## src/rtl/tlbl_pkg.sv

```systemverilog
// Shared types and constants for the LRU translation buffer.
// Holds the sequencer state encoding and the control bundle that is driven into the cell chain.
// No dependencies.
package tlbl_pkg;

    localparam int unsigned ADDR_W = 32;
    localparam int unsigned CNT_W  = 32;

    localparam logic OP_LOOKUP = 1'b0;
    localparam logic OP_INSERT = 1'b1;

    typedef enum logic {
        S_IDLE,
        S_EVAL
    } state_t;

    typedef struct packed {
        logic capture;
        logic update;
        logic insert;
    } cell_ctl_t;

endpackage

```

## src/rtl/tlbl_cell.sv

```systemverilog
// One entry of the recency-ordered translation chain.
// The cell holds a page tag, a frame address and a registered match flag, and shifts in its
// upper neighbour's entry when it moves down. Depends on tlbl_pkg.
module tlbl_cell #(
    parameter int unsigned TAG_W = 20
) (
    input  logic                         aclk,
    input  logic                         aresetn,
    input  tlbl_pkg::cell_ctl_t          ctl,
    input  logic [TAG_W-1:0]             cmp_tag,
    input  logic [TAG_W-1:0]             tag_in,
    input  logic [tlbl_pkg::ADDR_W-1:0]  frame_in,
    input  logic                         above_in,
    input  logic [tlbl_pkg::ADDR_W-1:0]  sel_in,
    output logic [TAG_W-1:0]             tag_out,
    output logic [tlbl_pkg::ADDR_W-1:0]  frame_out,
    output logic                         above_out,
    output logic [tlbl_pkg::ADDR_W-1:0]  sel_out
);

    logic [TAG_W-1:0]            tag_reg;
    logic [tlbl_pkg::ADDR_W-1:0] frame_reg;
    logic                        match_reg;
    logic                        first;
    logic                        shift;

    assign first     = match_reg && !above_in;
    assign above_out = above_in || match_reg;
    assign sel_out   = sel_in | (first ? frame_reg : '0);
    assign shift     = ctl.update && (ctl.insert || !above_in);
    assign tag_out   = tag_reg;
    assign frame_out = frame_reg;

    always_ff @(posedge aclk) begin
        if (!aresetn) begin
            tag_reg   <= '0;
            frame_reg <= '0;
            match_reg <= 1'b0;
        end else begin
            if (ctl.capture) begin
                match_reg <= (tag_reg == cmp_tag) && (frame_reg != '0);
            end
            if (shift) begin
                tag_reg   <= tag_in;
                frame_reg <= frame_in;
            end
        end
    end

endmodule

```

## src/rtl/tlbl_chain.sv

```systemverilog
// Row of translation cells ordered from most recent (cell 0) to least recent.
// Resolves the most recent match and moves entries towards the tail. Depends on tlbl_pkg and
// tlbl_cell.
module tlbl_chain #(
    parameter int unsigned ENTRIES = 16,
    parameter int unsigned TAG_W   = 20
) (
    input  logic                         aclk,
    input  logic                         aresetn,
    input  tlbl_pkg::cell_ctl_t          ctl,
    input  logic [TAG_W-1:0]             cmp_tag,
    input  logic [TAG_W-1:0]             head_tag,
    input  logic [tlbl_pkg::ADDR_W-1:0]  insert_frame,
    output logic                         hit_any,
    output logic [tlbl_pkg::ADDR_W-1:0]  hit_frame
);

    logic [TAG_W-1:0]            tag_link   [ENTRIES];
    logic [tlbl_pkg::ADDR_W-1:0] frame_link [ENTRIES];
    logic                        above_link [ENTRIES];
    logic [tlbl_pkg::ADDR_W-1:0] sel_link   [ENTRIES];
    logic [tlbl_pkg::ADDR_W-1:0] head_frame;

    assign head_frame = ctl.insert ? insert_frame : hit_frame;
    assign hit_any    = above_link[ENTRIES-1];
    assign hit_frame  = sel_link[ENTRIES-1];

    for (genvar i = 0; i < ENTRIES; i++) begin : g_cell
        if (i == 0) begin : g_head
            tlbl_cell #(.TAG_W(TAG_W)) u_cell (
                .aclk      (aclk),
                .aresetn   (aresetn),
                .ctl       (ctl),
                .cmp_tag   (cmp_tag),
                .tag_in    (head_tag),
                .frame_in  (head_frame),
                .above_in  (1'b0),
                .sel_in    ('0),
                .tag_out   (tag_link[i]),
                .frame_out (frame_link[i]),
                .above_out (above_link[i]),
                .sel_out   (sel_link[i])
            );
        end else begin : g_body
            tlbl_cell #(.TAG_W(TAG_W)) u_cell (
                .aclk      (aclk),
                .aresetn   (aresetn),
                .ctl       (ctl),
                .cmp_tag   (cmp_tag),
                .tag_in    (tag_link[i-1]),
                .frame_in  (frame_link[i-1]),
                .above_in  (above_link[i-1]),
                .sel_in    (sel_link[i-1]),
                .tag_out   (tag_link[i]),
                .frame_out (frame_link[i]),
                .above_out (above_link[i]),
                .sel_out   (sel_link[i])
            );
        end
    end

endmodule

```

## src/rtl/tlb_lru_lookup_insert_top.sv

```systemverilog
// Fully associative translation buffer with true LRU replacement, top level.
// Holds the item sequencer, the hit and miss counters and the result register. Depends on
// tlbl_pkg and tlbl_chain.
//
// In the accepting cycle (S_IDLE) every cell compares its tag with the page number; then in
// S_EVAL, once the result side is free, the most recent match is resolved along the cell
// chain, the entries move and the result is registered. A new transaction is accepted only
// in S_IDLE, so one is not taken before the last has finished; the sequencer sets this.
// A lookup returns the stored physical address on a hit, otherwise zero; an insert always
// replaces the least recent entry. Both counters wrap at 32 bits.
module tlb_lru_lookup_insert_top #(
    parameter int unsigned ENTRIES   = 16,
    parameter int unsigned PAGE_BITS = 12
) (
    input  logic         aclk,
    input  logic         aresetn,
    input  logic         s_tvalid,
    output logic         s_tready,
    input  logic [63:0]  s_tdata,   // virt_addr [31:0], phys_addr [63:32]
    input  logic [0:0]   s_tuser,   // operation [0]
    output logic         m_tvalid,
    input  logic         m_tready,
    output logic [95:0]  m_tdata,   // physical_page [31:0], hit_total [63:32], miss_total [95:64]
    output logic [0:0]   m_tuser    // hit [0]
);

    localparam int unsigned TAG_W = tlbl_pkg::ADDR_W - PAGE_BITS;

    tlbl_pkg::state_t             state_reg, state_next;
    tlbl_pkg::cell_ctl_t          ctl;
    logic                         op_reg;
    logic [TAG_W-1:0]             tag_reg;
    logic [tlbl_pkg::ADDR_W-1:0]  pa_reg;
    logic [tlbl_pkg::CNT_W-1:0]   hit_cnt_reg, hit_cnt_next;
    logic [tlbl_pkg::CNT_W-1:0]   miss_cnt_reg, miss_cnt_next;
    logic                         m_valid_reg;
    logic                         hit_reg;
    logic [tlbl_pkg::ADDR_W-1:0]  page_reg;
    logic                         s_accept;
    logic                         out_free;
    logic                         finish;
    logic                         hit_any;
    logic [tlbl_pkg::ADDR_W-1:0]  hit_frame;
    logic                         res_hit;
    logic [TAG_W-1:0]             in_tag;

    assign in_tag   = s_tdata[tlbl_pkg::ADDR_W-1:PAGE_BITS];
    assign s_tready = (state_reg == tlbl_pkg::S_IDLE);
    assign s_accept = s_tvalid && s_tready;
    assign out_free = !m_valid_reg || m_tready;
    assign res_hit  = (op_reg == tlbl_pkg::OP_LOOKUP) && hit_any;

    always_comb begin
        state_next    = state_reg;
        finish        = 1'b0;
        ctl.capture   = 1'b0;
        ctl.update    = 1'b0;
        ctl.insert    = (op_reg == tlbl_pkg::OP_INSERT);
        hit_cnt_next  = hit_cnt_reg;
        miss_cnt_next = miss_cnt_reg;
        unique case (state_reg)
            tlbl_pkg::S_IDLE: begin
                if (s_accept) begin
                    ctl.capture = 1'b1;
                    state_next  = tlbl_pkg::S_EVAL;
                end
            end
            tlbl_pkg::S_EVAL: begin
                if (out_free) begin
                    finish     = 1'b1;
                    ctl.update = ctl.insert || hit_any;
                    state_next = tlbl_pkg::S_IDLE;
                    if (op_reg == tlbl_pkg::OP_LOOKUP) begin
                        if (hit_any) begin
                            hit_cnt_next = hit_cnt_reg + 1'b1;
                        end else begin
                            miss_cnt_next = miss_cnt_reg + 1'b1;
                        end
                    end
                end
            end
            default: begin
                state_next = tlbl_pkg::S_IDLE;
            end
        endcase
    end

    always_ff @(posedge aclk) begin
        if (!aresetn) begin
            state_reg    <= tlbl_pkg::S_IDLE;
            hit_cnt_reg  <= '0;
            miss_cnt_reg <= '0;
            m_valid_reg  <= 1'b0;
            op_reg       <= tlbl_pkg::OP_LOOKUP;
        end else begin
            state_reg    <= state_next;
            hit_cnt_reg  <= hit_cnt_next;
            miss_cnt_reg <= miss_cnt_next;
            if (finish) begin
                m_valid_reg <= 1'b1;
            end else if (m_tready) begin
                m_valid_reg <= 1'b0;
            end
            if (s_accept) begin
                op_reg <= s_tuser[0];
            end
        end
    end

    always_ff @(posedge aclk) begin
        if (s_accept) begin
            tag_reg <= in_tag;
            pa_reg  <= s_tdata[63:32];
        end
        if (finish) begin
            hit_reg  <= res_hit;
            page_reg <= res_hit ? hit_frame : '0;
        end
    end

    tlbl_chain #(
        .ENTRIES (ENTRIES),
        .TAG_W   (TAG_W)
    ) u_chain (
        .aclk         (aclk),
        .aresetn      (aresetn),
        .ctl          (ctl),
        .cmp_tag      (in_tag),
        .head_tag     (tag_reg),
        .insert_frame (pa_reg),
        .hit_any      (hit_any),
        .hit_frame    (hit_frame)
    );

    assign m_tvalid = m_valid_reg;
    assign m_tuser  = hit_reg;
    assign m_tdata  = {miss_cnt_reg, hit_cnt_reg, page_reg};

    a_result_after_eval: assert property (@(posedge aclk) disable iff (!aresetn)
        $rose(m_tvalid) |-> $past(state_reg == tlbl_pkg::S_EVAL))
        else $error("result appeared without an evaluation cycle");

    a_hit_has_page: assert property (@(posedge aclk) disable iff (!aresetn)
        (m_tvalid && m_tuser[0]) |-> (m_tdata[31:0] != '0))
        else $error("hit reported with a zero physical page");

    a_insert_no_hit: assert property (@(posedge aclk) disable iff (!aresetn)
        (finish && op_reg == tlbl_pkg::OP_INSERT) |=> (!m_tuser[0] && $stable(hit_cnt_reg)
            && $stable(miss_cnt_reg)))
        else $error("insert changed the counters or reported a hit");

    a_stall_holds_counts: assert property (@(posedge aclk) disable iff (!aresetn)
        (state_reg == tlbl_pkg::S_EVAL && !out_free) |=> ($stable(hit_cnt_reg)
            && $stable(miss_cnt_reg)))
        else $error("counters moved while the result was stalled");

endmodule
```

## config.mk

```make
export PLATFORM = sky130hd
export DESIGN_NAME = tlb_lru_lookup_insert_top
export DESIGN_NICKNAME = d
export VERILOG_FILES = /design/src/rtl/tlbl_pkg.sv /design/src/rtl/tlbl_cell.sv /design/src/rtl/tlbl_chain.sv /design/src/rtl/tlb_lru_lookup_insert_top.sv
export SDC_FILE = /design/constraint.sdc
export NUM_CORES = 2
export LEC_CHECK = 0
export BUFFER_PORTS_ARGS = -buffer_cell sky130_fd_sc_hd__buf_4
export CORE_MARGIN = 1.5
export CORE_UTILIZATION = 66
export CTS_BUF_LIST = sky130_fd_sc_hd__clkbuf_4
export DETAILED_ROUTE_END_ITERATION = 8
export GPL_ROUTABILITY_DRIVEN = 0
export PLACE_DENSITY = 0.83
export SYNTH_ARGS = -nofsm -noshare
export SYNTH_HDL_FRONTEND = slang
export SYNTH_SLANG_ARGS = --single-unit
```

## constraint.sdc

```tcl
create_clock -name aclk -period 5.9 [get_ports aclk]
set_clock_uncertainty 0.1 [all_clocks]
set_input_delay 0.885 -clock aclk [delete_from_list [all_inputs] [get_ports aclk]]
set_output_delay 0.885 -clock aclk [all_outputs]
set_load 0.03 [all_outputs]
```

# After elaboration in Yosys (flattened, before gate mapping)
# Index checks and enable logic that the tools add are counted.
word_totals:
  inputBits: 69
  elab_cells: 235
  ff_bits: 1000
op_classes:
  n_reduce_logical: 115
  bitwise_logic: 18
  eq_ne: 16
  muxes: 27
  add_sub_neg: 2
ops:
  columns: ["operator", "count"]
  rows:
  - ["$mux 32", 17]
  - ["$reduce_bool 32->1", 16]
  - ["$or 32x32->32", 15]
  - ["$eq 20x20->1", 16]
  - ["$add 32x1->32 const B", 2]
  - ["$logic_and 1x1->1", 48]
  - ["$logic_or 1x1->1", 32]
  - ["$logic_not 1->1", 16]
  - ["$mux 1", 9]
  - ["$reduce_and 4->1", 2]
  - ["$not 1->1", 3]
  - ["$pmux 1 s2", 1]
  - ["$reduce_bool 2->1", 1]

# Depth between registers and ports, before layout
depth:
  ltp_word: 19
  ltp_mapped: 11
  depth_no_buf: 7

# Modules after synthesis
# Synthesis repeated with hierarchy kept, for this count alone.
unflattened:
  cells_unflattened: 5404
  area_unflattened_um2: 46808.6
modules_own_cells:
  columns: ["module", "n_inst", "seq_area_each_um2", "area_each_um2", "cells_each"]
  rows:
  - ["tlbl_cell", 16, 1061.0, 2511.2, 305]
  - ["tlb_lru_lookup_insert_top", 1, 3893.7, 6082.1, 487]
  - ["tlbl_chain", 1, 0.0, 548.0, 37]

# Least setup slack after synthesis
# Ideal clock, no wire load.
synth_timing:
  kind: "in2reg"
  startpoint: "in m_tready"
  endpoint: "reg u_chain.g_cell[0].g_head.u_cell.frame_reg (netlist bit u_chain.g_cell[0].g_head.u_cell.frame_out[20])"
  required_ps: 5683
  n_path_buf: 1
  setup_slack_ps: 2843
  cell_stages: 7
  arrival_ps: 2840
  cell_sequence: "nand2b_1 > nand2_1 > inv_1 > o31ai_4 > clkbuf_1 > a22o_1 > a22o_1"
synth_via:
  elab_chain_len: 3
synth_lines:
  columns: ["item", "line_no", "text"]
  rows:
  - ["from (decl)", "tlb_lru_lookup_insert_top.sv:22", "input logic m_tready,"]
  - ["$logic_or 1x1->1", "tlb_lru_lookup_insert_top.sv:50", "assign out_free = !m_valid_reg || m_tready;"]
  - ["$mux 1", "tlb_lru_lookup_insert_top.sv:69", "if (out_free) begin"]
  - ["$mux 1", "tlb_lru_lookup_insert_top.sv:61", "unique case (state_reg)"]
  - ["to (signal assigned)", "tlbl_cell.sv:45", "frame_reg <= frame_in;"]
  - ["to (decl)", "tlbl_cell.sv:22", "logic [tlbl_pkg::ADDR_W-1:0] frame_reg;"]
# No other way between the ends.
# A chain may end at the register's enable or synchronous reset.

# Worst setup path after layout
layout_timing:
  startpoint: "reg u_chain.g_cell[1].g_body.u_cell.match_reg"
  endpoint: "reg u_chain.g_cell[0].g_head.u_cell.frame_reg (netlist bit u_chain.g_cell[0].g_head.u_cell.frame_out[7])"
layout_via:
  elab_chain_len: 19
  elab_cells_between_ends: 78
  classes_between: "mux: 18; bitwise: 15; reduce/logical: 45"
layout_lines:
  columns: ["item", "line_no", "text"]
  rows:
  - ["from (decl)", "tlbl_cell.sv:23", "logic match_reg;"]
  - ["from (signal assigned)", "tlbl_cell.sv:41", "match_reg <= (tag_reg == cmp_tag) && (frame_reg != '0);"]
  - ["$logic_or 1x1->1", "tlbl_cell.sv:28", "assign above_out = above_in || match_reg;"]
  - ["$logic_not 1->1 or $logic_or 1x1->1 (tied branches)", "tlbl_cell.sv:27, tlbl_cell.sv:28", null]
  - ["$logic_and 1x1->1 (tied with other cells)", "tlbl_cell.sv:27", "assign first = match_reg && !above_in;"]
  - ["$mux 32 (tied with other cells)", "tlbl_cell.sv:29", "assign sel_out = sel_in | (first ? frame_reg : '0);"]
  - ["$or 32x32->32 (tied with other cells) (12 in a row)", "tlbl_cell.sv:29", null]
  - ["$or 32x32->32 or $mux 32 (tied branches)", "tlbl_cell.sv:29", null]
  - ["$or 32x32->32", "tlbl_cell.sv:29", null]
  - ["$mux 32", "tlbl_chain.sv:24", "assign head_frame = ctl.insert ? insert_frame : hit_frame;"]
# Several ways; a longest one is shown, not always the timed one.

==> metrics.md <==
| Metric | Value |
|---|---|
| Outcome | `complete, no violations` |
| Routed Wire Length | `135400 um` |
| Critical path arrival | `roughly 5.1 ns` |
| Total global routing track utilization | `around 38%` |
| Commonest non-fill, non-tap cells in the layout | `nand2_1, dfxtp_1, nand3_1` |
| Fin Setup TNS | `0 ns` |
| Primary FF master, synth | `dfxtp_1` |
| Final Util | `between 70 and 80%` |
| Core Box Area | `~67000 sq um` |
| Num CTS Buffers | `roughly 270` |
| Rel. slew slack | `between 4 and 5%` |
| Crit end category | `flop` |
| Seq/Total Area, Yosys | `46.60%` |
| Number of global-route vias before repair | `approximately 37000` |
| Place WS | `approximately 1.9 ns` |
| Final period utilization | `between 70% and 80%` |
| FF+latch count, synth | `1000` |
| CTS clk-pin slew, worst paths | `approximately 0.070 ns` |
| CTS H-tree depth | `5` |
| Critical path class | `reg2reg` |
| Max FFs per register | `480` |
| EDFF count, synth | `between 80 and 90` |
| CTS sink count | `1000` |
| Crit path max fanout | `33` |
| First-pass GRT wire length | `just over 200000 um` |
| Die Area | `~69000 sq um` |
| Routed Antenna Nets | `0` |
| Largest net degree at the start of global routing | `241` |
| DP Wirelength | `about 90000 um` |
| Crit path cell chain | `nor4_1 > nand4b_2 > nor2_2 > nor3_1 > and2_1 > a22o_1` |
| RSZ-0062 raised after global routing | `no` |
| Final Hold Viols | `0` |
| Global route total overflow | `0` |
| Slowest Stage Delay on Critical Path | `1.07 ns` |
| Vias per std cell | `roughly 6.4` |
| Maxcap violations | `0` |
| Initial drt markers | `a little under 6000` |
| Post-Syn Instances | `5395` |
| DRC | `0` |
| Async set-or-reset flop fraction in the synthesized netlist | `0%` |
| Setup-failing EPs final | `0` |
| Max-slew violations | `0` |
| Synthesis-to-finish area growth | `9.945%` |
| Commonest non-fill, non-tap cell in the layout | `nand2_1` |
| Hold crit path type | `in2reg` |
| Pre-antenna DRT Iters | `9` |
| Data required, critical path | `roughly 6.8 ns` |
| DIE WIDTH | `approximately 260 um` |
| # port buffers | `approximately 160` |
| Ys Warns | `0` |
| Final min period | `roughly 4.2 ns` |
| Post-synth cell types | `between 60 and 70` |
| Setup ws final | `roughly 1.7 ns` |
| Worst vdd ir | `between 0.15 and 0.2 mV` |
| Syn Std Cell Area | `roughly 45000 sq um` |
| Worst Tran Pin Value | `approximately 1.4 ns` |
| Initial Util | `between 60% and 70%` |
| Postcts setup bufs | `0` |
| Final Cell Area | `49240 sq um` |
| WL per Instance | `approximately 21 um` |
| CP max stage cell | `nor4_1` |
| TritonCTS clock tree | `done` |
| Chip height | `~260 um` |
| Cell row count | `95` |
| Syn Area/Cell | `~8.3 sq um` |
| Placed inst area | `~46000 sq um` |
| Worst-skew pair later-pin latency | `1.15 ns` |
| Initial antenna violation count | `3` |
| IO Count | `roughly 170` |
| Leak | `between 15 and 20 nW` |
| Cell Pwr Density | `274.6 nW/um^2` |
| Root Driver | `clkbuf_4` |
| Buffer depth of the longest clock path | `4` |
| PostCTS Resize Cnt | `0` |
| Fmax | `between 0.2 and 0.25 GHz` |
| Layout Nets | `5506` |
| CP Launch Type | `flop` |
| DR vias | `~41000` |
| Share of cells above drive strength 1 | `approximately an eighth` |
| Post-Syn Nets | `5466` |
| CTS Hold Bufs | `35` |
## worst paths after layout
path,startpoint,depth (start not counted),slack (ns),endpoint
worst max-delay path,u_chain.g_cell[1].g_body.u_cell.match_reg$_SDFFE_PN0P_,6,1.66,u_chain.g_cell[0].g_head.u_cell.frame_out[7]$_SDFFE_PN0P_
worst min-delay path,s_tdata[27],1,0.14,tag_reg[15]$_DFFE_PP_
worst max register to register,u_chain.g_cell[1].g_body.u_cell.match_reg$_SDFFE_PN0P_,6,1.66,u_chain.g_cell[0].g_head.u_cell.frame_out[7]$_SDFFE_PN0P_
worst min register to register,u_chain.g_cell[10].g_body.u_cell.tag_out[12]$_SDFFE_PN0P_,2,0.30,u_chain.g_cell[11].g_body.u_cell.tag_out[12]$_SDFFE_PN0P_
## cell families after synthesis
logic type	synth area share, %
AO/OA/AOI/OAI	17.47
XOR/XNOR	7.177
adder cells (fa/ha/maj)	0.05586
buffers and inverters	4.805
flip-flops	46.60
multiplexers	0.02235
AND/OR/NAND/NOR	23.87
## power by group
group / switching, mW / leakage, nW / internal, mW / total [mW]
clock network: 2.82 / 1.93 / 3.17 / 5.99
logic: 0.454 / 7.05 / 0.160 / 0.614
registers: 0.0349 / 8.19 / 6.89 / 6.92
## stage by stage
| stage | std cells | total power, mW | hold slack, ns |
|---|---|---|---|
| finish | 6459 | 13.52 | 0.1426 |
| floorplan | 5395 | 7.477 | 0.3489 |
| detailed placement | 5997 | 7.648 | 0.3692 |
| global placement | 5997 | 7.640 | 0.3623 |
| CTS | 6458 | 13.51 | 0.06647 |
| global route | 6459 | 13.97 | 0.09848 |
## area by class of cell
type                       instances  area, sq um
inverter                          10        37.54
sequential                      1000        20880
timing repair buffer             258         2132
fill                            5010        17920
clock inverter                    23        141.4
antenna                            1        2.502
clock buffer                     403         3025
multi-input combinational       3891        21940
tap                              873         1092
## worst max-delay path, delay by kind of cell, from the launching register on
family | cells | cell delay, ns
DFF | 1 | 0.52
AOI/OAI and AO/OA | 1 | 0.38
and+or+nand+nor | 5 | 3.10
## per-layer routing
| metal | routed length (um) | global-route usage, % | share of wire, % |
|---|---|---|---|
| met5 | 21 | 0 | 0.016 |
| met3 | 15970 | 10.14 | 12 |
| met2 | 58320 | 55.56 | 43 |
| met1 | 52880 | 49.35 | 39 |
| met4 | 8160 | 23.12 | 6.0 |
## Yosys cell counts (16+ instances only)
master     number  area, sq um
nand3b_1       26        195.2
a222oi_1       30        300.3
a211o_1        23        201.4
and2_1         54        337.8
o21ai_0       719         3598
a22oi_1        40        300.3
nor3_1         16        80.08
o21ai_1        43        215.2
buf_2          54        270.3
nand3_1       754         3774
nor2_1         62        232.7
a22o_1         91        797.0
a21boi_0      105        788.3
or3_1          17        106.4
buf_4          49        367.9
xor2_1        205         1795
nand4_1        99        619.3
nor4_1        202         1264
a21oi_1        84        420.4
xnor2_1       162         1419
edfxtp_1       85         2552
a221oi_1       60        525.5
nor2b_1        38        237.7
o2bb2ai_1      29        254.0
dfxtp_1       915        18320
o22ai_1        29        181.4
nand2_1       935         3510
clkbuf_1      373         1400
No activity file was read; power rests on OpenSTA's default activity.
